===== config.mk =====
export PLATFORM = sky130hd
export DESIGN_NAME = size_class_bitmap_allocator
export DESIGN_NICKNAME = d
export VERILOG_FILES = /design/src/hw/rtl/scba_pkg.sv /design/src/hw/rtl/size_class_bitmap_allocator.sv
export SDC_FILE = /design/constraint.sdc
export NUM_CORES = 1
export LEC_CHECK = 0
export BUFFER_PORTS_ARGS = -buffer_cell sky130_fd_sc_hd__buf_2
export CAP_MARGIN = 20
export CORE_MARGIN = 4
export CORE_UTILIZATION = 55
export DETAILED_ROUTE_END_ITERATION = 16
export GPL_TIMING_DRIVEN = 0
export PLACE_DENSITY = 0.72
export SLEW_MARGIN = 0
export SYNTH_ARGS = -nofsm -noshare
export SYNTH_HDL_FRONTEND = slang
export SYNTH_SLANG_ARGS = --single-unit

===== constraint.sdc =====
create_clock -name clk -period 12 [get_ports clk]
set_clock_uncertainty 0.2 [all_clocks]
set_input_delay 1.2 -clock clk [delete_from_list [all_inputs] [get_ports clk]]
set_output_delay 1.2 -clock clk [all_outputs]
set_load 0.05 [all_outputs]

===== src/hw/rtl/scba_pkg.sv =====
// Package for the size-class bitmap allocator: pool geometry, field widths,
// status and operation codes, and the small helper functions.
// Depends on nothing; used by size_class_bitmap_allocator.
package scba_pkg;

  localparam int NUM_CLASSES    = 5;
  localparam int MAX_SLOT_BYTES = 64;

  localparam int BITMAP_BYTES = (1 << NUM_CLASSES) - 1;
  localparam int REGION_BYTES = MAX_SLOT_BYTES * 8;
  localparam int POOL_BYTES   = NUM_CLASSES * REGION_BYTES;

  // Slot sizes are powers of two, so the largest slot size is 1 << SLOT_LG.
  localparam int SLOT_LG   = $clog2(MAX_SLOT_BYTES + 1) - 1;
  localparam int REGION_LG = SLOT_LG + 3;

  localparam int LEN_W = 16;
  localparam int OFF_W = 12;
  localparam int CLS_W = 3;
  localparam int ST_W  = 3;
  localparam int IDX_W = (BITMAP_BYTES > 1) ? $clog2(BITMAP_BYTES) : 1;
  localparam int BYTE_W = (NUM_CLASSES > 1) ? NUM_CLASSES - 1 : 1;
  localparam int SLOT_W = BYTE_W + 3;
  localparam int SH_W   = $clog2(REGION_LG + 1);

  localparam logic [7:0] TOP_BIT  = 8'h80;
  localparam logic [7:0] ALL_FREE = 8'hFF;

  typedef enum logic [ST_W-1:0] {
    ST_GRANTED     = 3'd0,
    ST_ZERO        = 3'd1,
    ST_TOO_LONG    = 3'd2,
    ST_FULL        = 3'd3,
    ST_FREED       = 3'd4,
    ST_NOT_IN_POOL = 3'd5
  } status_t;

  typedef enum logic {
    OP_ALLOC = 1'b0,
    OP_FREE  = 1'b1
  } op_t;

  // Smallest class whose slots hold the length plus a terminator, at least 4 bytes.
  function automatic logic [CLS_W-1:0] class_of_len(input logic [LEN_W-1:0] len);
    int lg;
    int ci;
    lg = 0;
    for (int i = 0; i < LEN_W; i++) begin
      if (len[i]) begin
        lg = i + 1;
      end
    end
    if (lg < 2) begin
      lg = 2;
    end
    ci = SLOT_LG - lg;
    if (ci < 0) begin
      ci = 0;
    end
    if (ci > NUM_CLASSES - 1) begin
      ci = NUM_CLASSES - 1;
    end
    return CLS_W'(ci);
  endfunction

  // First bitmap byte of a class.
  function automatic logic [IDX_W-1:0] class_base(input logic [CLS_W-1:0] c);
    return IDX_W'((1 << c) - 1);
  endfunction

endpackage


===== src/hw/rtl/size_class_bitmap_allocator.sv =====
// Size-class bitmap allocator: top level with the free bitmap, the byte scan
// sequencer and the result register. Depends on scba_pkg.
//
// A free goes from the idle state to the result state and then into the output
// register; an allocation first scans n bitmap bytes (1 to 1 << class, at most
// 16), reading one bitmap byte per cycle, until it finds a free slot or reaches
// the last byte of its class. The output register takes a result only while it
// is empty or out_stall is low. The next transaction is accepted once the result
// has moved into the output register. Synchronous reset marks every slot free at once.
module size_class_bitmap_allocator (
  input  logic                        clk,
  input  logic                        rst_n,
  input  logic                        in_valid,
  output logic                        in_stall,
  input  logic                        in_op,
  input  logic [scba_pkg::LEN_W-1:0]  in_length,
  input  logic [scba_pkg::OFF_W-1:0]  in_offset,
  output logic                        out_valid,
  input  logic                        out_stall,
  output logic [scba_pkg::ST_W-1:0]   out_status,
  output logic [scba_pkg::OFF_W-1:0]  out_slot_offset,
  output logic [scba_pkg::CLS_W-1:0]  out_size_class
);

  typedef enum logic [2:0] {
    S_IDLE = 3'b001,
    S_SCAN = 3'b010,
    S_RESP = 3'b100
  } state_t;

  state_t                          state_r;
  logic [scba_pkg::CLS_W-1:0]      class_r;
  logic [scba_pkg::BYTE_W-1:0]     byte_r;
  logic [7:0]                      bitmap_r [scba_pkg::BITMAP_BYTES];

  scba_pkg::status_t               res_status_r;
  logic [scba_pkg::OFF_W-1:0]      res_off_r;
  logic [scba_pkg::CLS_W-1:0]      res_cls_r;

  logic                            out_valid_r;
  logic [scba_pkg::ST_W-1:0]       out_status_r;
  logic [scba_pkg::OFF_W-1:0]      out_off_r;
  logic [scba_pkg::CLS_W-1:0]      out_cls_r;

  logic                            accept;
  logic                            fr_in_pool;
  logic [scba_pkg::CLS_W-1:0]      fr_cls;
  logic [scba_pkg::OFF_W-1:0]      fr_inreg;
  logic [scba_pkg::SH_W-1:0]       fr_sh;
  logic [scba_pkg::SLOT_W-1:0]     fr_slot;
  logic [scba_pkg::IDX_W-1:0]      fr_idx;
  logic [7:0]                      set_mask;
  logic [scba_pkg::IDX_W-1:0]      scan_idx;
  logic [scba_pkg::IDX_W-1:0]      rd_idx;
  logic [7:0]                      rd_byte;
  logic                            hit;
  logic [2:0]                      hit_j;
  logic [7:0]                      clr_mask;
  logic [scba_pkg::SLOT_W-1:0]     grant_slot;
  logic [scba_pkg::SH_W-1:0]       scan_sh;
  logic [scba_pkg::OFF_W-1:0]      grant_off;
  logic                            last_byte;
  logic                            out_load;

  assign in_stall = (state_r != S_IDLE);
  assign accept   = in_valid && !in_stall;

  // Free path: region from the offset, then the slot within the region.
  assign fr_in_pool = ({1'b0, in_offset} < (scba_pkg::OFF_W + 1)'(scba_pkg::POOL_BYTES));
  assign fr_cls     = scba_pkg::CLS_W'(in_offset >> scba_pkg::REGION_LG);
  assign fr_inreg   = in_offset & scba_pkg::OFF_W'(scba_pkg::REGION_BYTES - 1);
  assign fr_sh      = scba_pkg::SH_W'(scba_pkg::SLOT_LG) - scba_pkg::SH_W'(fr_cls);
  assign fr_slot    = scba_pkg::SLOT_W'(fr_inreg >> fr_sh);
  assign fr_idx     = scba_pkg::class_base(fr_cls) + scba_pkg::IDX_W'(fr_slot >> 3);
  assign set_mask   = scba_pkg::TOP_BIT >> fr_slot[2:0];

  // One read port serves both the scan and the free read-modify-write.
  assign scan_idx = scba_pkg::class_base(class_r) + scba_pkg::IDX_W'(byte_r);
  assign rd_idx   = (state_r == S_SCAN) ? scan_idx : fr_idx;
  assign rd_byte  = bitmap_r[rd_idx];

  // First free slot in MSB-first order.
  always_comb begin
    hit_j = 3'd0;
    for (int j = 7; j >= 0; j--) begin
      if (rd_byte[7 - j]) begin
        hit_j = 3'(j);
      end
    end
  end

  assign hit        = |rd_byte;
  assign clr_mask   = ~(scba_pkg::TOP_BIT >> hit_j);
  assign grant_slot = {byte_r, hit_j};
  assign scan_sh    = scba_pkg::SH_W'(scba_pkg::SLOT_LG) - scba_pkg::SH_W'(class_r);
  assign grant_off  = (scba_pkg::OFF_W'(class_r) << scba_pkg::REGION_LG)
                    + (scba_pkg::OFF_W'(grant_slot) << scan_sh);
  assign last_byte  = (byte_r == scba_pkg::BYTE_W'((1 << class_r) - 1));

  assign out_load = (state_r == S_RESP) && (!out_valid_r || !out_stall);

  always_ff @(posedge clk) begin
    if (!rst_n) begin
      state_r     <= S_IDLE;
      out_valid_r <= 1'b0;
      for (int i = 0; i < scba_pkg::BITMAP_BYTES; i++) begin
        bitmap_r[i] <= scba_pkg::ALL_FREE;
      end
    end else begin
      case (state_r)
        S_IDLE: begin
          if (accept) begin
            res_off_r <= '0;
            if (in_op == scba_pkg::OP_FREE) begin
              if (fr_in_pool) begin
                bitmap_r[fr_idx] <= rd_byte | set_mask;
                res_status_r     <= scba_pkg::ST_FREED;
                res_cls_r        <= fr_cls;
              end else begin
                res_status_r <= scba_pkg::ST_NOT_IN_POOL;
                res_cls_r    <= '0;
              end
              state_r <= S_RESP;
            end else if (in_length == '0) begin
              res_status_r <= scba_pkg::ST_ZERO;
              res_cls_r    <= '0;
              state_r      <= S_RESP;
            end else if (in_length >= scba_pkg::LEN_W'(scba_pkg::MAX_SLOT_BYTES)) begin
              res_status_r <= scba_pkg::ST_TOO_LONG;
              res_cls_r    <= '0;
              state_r      <= S_RESP;
            end else begin
              class_r <= scba_pkg::class_of_len(in_length);
              byte_r  <= '0;
              state_r <= S_SCAN;
            end
          end
        end
        S_SCAN: begin
          if (hit) begin
            bitmap_r[scan_idx] <= rd_byte & clr_mask;
            res_status_r       <= scba_pkg::ST_GRANTED;
            res_off_r          <= grant_off;
            res_cls_r          <= class_r;
            state_r            <= S_RESP;
          end else if (last_byte) begin
            res_status_r <= scba_pkg::ST_FULL;
            res_off_r    <= '0;
            res_cls_r    <= class_r;
            state_r      <= S_RESP;
          end else begin
            byte_r <= byte_r + 1'b1;
          end
        end
        S_RESP: begin
          if (out_load) begin
            state_r <= S_IDLE;
          end
        end
        default: begin
          state_r <= S_IDLE;
        end
      endcase

      if (out_load) begin
        out_valid_r  <= 1'b1;
        out_status_r <= res_status_r;
        out_off_r    <= res_off_r;
        out_cls_r    <= res_cls_r;
      end else if (!out_stall) begin
        out_valid_r <= 1'b0;
      end
    end
  end

  assign out_valid       = out_valid_r;
  assign out_status      = out_status_r;
  assign out_slot_offset = out_off_r;
  assign out_size_class  = out_cls_r;

  // A granted slot lies in the region of the class that is reported.
  a_grant_region: assert property (@(posedge clk) disable iff (!rst_n)
    out_valid_r && (out_status_r == scba_pkg::ST_GRANTED)
    |-> (scba_pkg::CLS_W'(out_off_r >> scba_pkg::REGION_LG) == out_cls_r))
    else $error("granted offset lies outside the reported class region");

  // Every status other than a grant carries a zero offset.
  a_zero_offset: assert property (@(posedge clk) disable iff (!rst_n)
    out_valid_r && (out_status_r != scba_pkg::ST_GRANTED) |-> (out_off_r == '0))
    else $error("non-granted result carries a nonzero offset");

  // The scan never reads past the bitmap bytes of its class.
  a_scan_bound: assert property (@(posedge clk) disable iff (!rst_n)
    (state_r == S_SCAN) |-> (int'(byte_r) < (1 << class_r)))
    else $error("bitmap scan ran past the end of its class");

  // An accepted transaction always leaves the idle state.
  a_accept_busy: assert property (@(posedge clk) disable iff (!rst_n)
    accept |=> (state_r != S_IDLE))
    else $error("accepted transaction did not start processing");

endmodule

==> flow_summary_export.csv <==
group,metric,value,unit
finish,diodes,0,
synthesis,synth-main-ff-cell,"edfxtp_1",
clocking,htree_levels,2,
critical_path,r2r_setup_slack,3.12,ns
critical_path,critPathArrivalTime,10.85,ns
min_path,hold_start,"res_status_r[1]",
clocking,cts_tree,"yes",
synthesis,syn_inst,1478,
finish,final_cells,2032,
synthesis,synthTopCellsByArea,"edfxtp_1 (50%), mux4_2 (11%), mux2i_1 (7.5%)",
global_route,grt_pass1_wl,86300,um
global_route,grt_pass1_vias,13100,
clocking,hold_buffers,0,
pwr,p_total,3390,uW
synthesis,netlist_area,17900,um2
detailed_routing,first_pass_iters,7,
finish,final_area,19800,um2
clocking,clk_latency,0.54,ns
global_route,antenna_found_initial,1,
detailed_routing,wl_per_cell,29.4,um
timing,period_share,89.0,%
synthesis,synth-seq-cells,303,
clocking,clock_sinks,303,
detailed_routing,ant_nets,0,
critical_path,crit_path_start_kind,"input port",
finish,area_growth,11.1,%
timing,slew_viol_final,0,
pwr,leakagePower,0.00643,uW
pwr,powerDensity,171,nW/um2
timing,min_period,10.68,ns
finish,layout-drive-gt1-share,19.7,%
critical_path,path_max_fanout,10,
place,post_dp_cell_area,18700,um2
timing,hold_viol,0,
critical_path,rr_worst_depth,20,
critical_path,crit_slowest_cell,"clkbuf_1",
synthesis,synth-seq-area-share,50.7,%
place,portBuffers,51,
clocking,post_cts_buffers,0,
synthesis,ys_types,82,
floorplanning,ios,53,
detailed_routing,drtIter0Drc,1869,
floorplanning,die_y,188,um
floorplanning,die-area,35400,um2
timing,rsz0062_at_grt,"false",
clocking,root_buffer,"clkbuf_16",
critical_path,crit_path_start,"in_offset[9]",
synthesis,synth_nets,1540,
global_route,grt_max_degree,15,
synthesis,yosysWarnings,0,
critical_path,crit_required,12.18,ns
critical_path,r2r_start,"class_r[0]",
min_path,worstHoldEndpoint,"out_status[1]",
synthesis,yosysMostFrequentCell,"nand2_1",
synthesis,syn_area_per_cell,12.1,um2
critical_path,end_kind,"flop",
timing,whs,0.217,ns
floorplanning,core,31800,um2
timing,setup_viol,0,
floorplanning,rows,65,
floorplanning,start_util,56.1,%
timing,slew_headroom,23.2,%
place,gp_congestion,1.07,
clocking,cts.path.max_buffers,3,
detailed_routing,num_vias,13800,
status,status,"finished clean",
detailed_routing,drt-total-wl,59800,um
timing,max_freq,0.0937,GHz
timing,worstMarginPinSlew,1.15,ns
synthesis,yosys.area.top_type,"edfxtp_1",
place,dpl.hpwl,42200,um
synthesis,synth.top_cells.by_count,"nand2_1 (314), edfxtp_1 (299), mux2i_1 (134)",
timing,setup_tns,0,ns
flow_run,maxCapViolCount,0,
synthesis,ys_async_sr_fraction,0,%
clocking,cts-buffers-inserted,35,
critical_path,slowest_delay,0.88,ns
min_path,hold_depth,0,
global_route,grt_overflow,0,
pwr,vdd_ir_drop_max,0.000116,V
detailed_routing,drc,0,
min_path,hold_class,"flop to flop",
critical_path,r2r_end,"bitmap_r[29][5]",
finish,fin_nets,1633,
clocking,ctsResizeCount,0,
floorplanning,dieWidth,188,um
clocking,clk_pin_slew,0.06,ns
synthesis,synth_top_area_share,50.3,%
detailed_routing,viasPerCell,6.78,
finish,nFillCells,2496,
global_route,groute.usage.overall,33.3,%
synthesis,synth_edf_count,299,
critical_path,critPathKind,"input port to flop",
place,dp.cells,1968,
[metrics by stage]
stage	setup WS, ns	utilization (%)
floorplan	3.61	-
global placement	0.775	58.7
detailed placement	1.10	58.8
CTS	1.62	62.3
global route	0.961	62.4
finish	1.32	62.4
[registers in the layout, summed over array words and instances, names as in the netlist]
name / flops
out_status: 3
res_off_r: 12
out_valid: 1
bitmap_r: 256
res_status_r: 3
out_size_class: 3
out_slot_offset: 12
state_r: 3
class_r: 3
byte_r: 4
res_cls_r: 3
[power breakdown]
group | total, uW | internal, uW | switching, uW | leakage (uW)
sequential | 1170 | 1170 | 3.15 | 0.00222
clock | 1080 | 637 | 444 | 0.000553
combinational | 1130 | 278 | 854 | 0.00365
[placed cells by master, fill, tap and decap left out, types with 5 or more instances in the layout]
master,instances
buf_4,13
o211ai_1,9
xnor2_1,8
or3_1,8
and3_1,17
o22ai_1,7
mux4_2,84
mux2i_1,134
xor2_1,8
nand4_1,5
nand2_1,314
clkinv_1,11
o21ai_0,18
nor4_1,5
a221oi_1,26
o2111ai_1,12
inv_1,30
nor3_1,25
buf_2,100
edfxtp_1,299
buf_6,18
nor2b_1,13
a22oi_1,7
clkbuf_1,41
mux2i_4,5
nand2b_1,22
nor2_4,17
clkbuf_16,36
nand3_1,30
a211oi_1,12
a21oi_1,48
o21ai_1,20
o31ai_1,6
ha_1,26
and2_1,13
a21o_1,7
nor2_1,41
[cell type report]
| class | count | area, um2 | area share [%] |
|---|---|---|---|
| multi-input combinational | 1026 | 8010 | 40.4 |
| timing repair buffer | 56 | 293 | 1.48 |
| buffer | 113 | 651 | 3.28 |
| clock buffer | 42 | 923 | 4.66 |
| sequential | 303 | 9060 | 45.7 |
| inverter | 36 | 135 | 0.681 |
| clock inverter | 21 | 215 | 1.09 |
| tap | 435 | 544 | 2.74 |
[cell families after synthesis]
family | after synthesis | synth area share, %
adders and majority gates | 29 | 2.16
xor gates and xnor gates | 16 | 0.785
AOI/OAI and AO/OA | 221 | 8.82
buffers and inverters | 149 | 4.40
muxes | 225 | 18.9
DFF | 303 | 50.7
and+or+nand+nor | 535 | 14.2
[worst max-delay path, delay by kind of cell]
family / cells / cell delay [ns]
fa+ha+maj: 5 / 1.15
xor+xnor: 1 / 0.08
mux: 3 / 0.97
simple gates: 3 / 1.14
buf+inv: 10 / 4.08
compound gates: 9 / 2.22
[metal layers]
metal / wire length, um / global-route usage [%] / vias to the layer above
met5: 0 / 0 / -
met4: 4270 / 18.6 / 0
met3: 6910 / 7.63 / 255
met2: 27100 / 51.8 / 1023
met1: 21500 / 43.4 / 6719
li1: - / - / 5783
[worst max-delay path by stage]
| stage | end | slack (ns) | cells after the start |
|---|---|---|---|
| global route | res_off_r[11] | 0.96 | 31 |
| finish | res_off_r[11] | 1.32 | 31 |
| floorplan | res_cls_r[0] | 3.61 | 26 |
| detailed placement | res_off_r[11] | 1.10 | 31 |
| global placement | res_status_r[1] | 0.77 | 27 |
| CTS | res_off_r[11] | 1.62 | 31 |
Note: power is estimated with default switching activity, not from simulation.
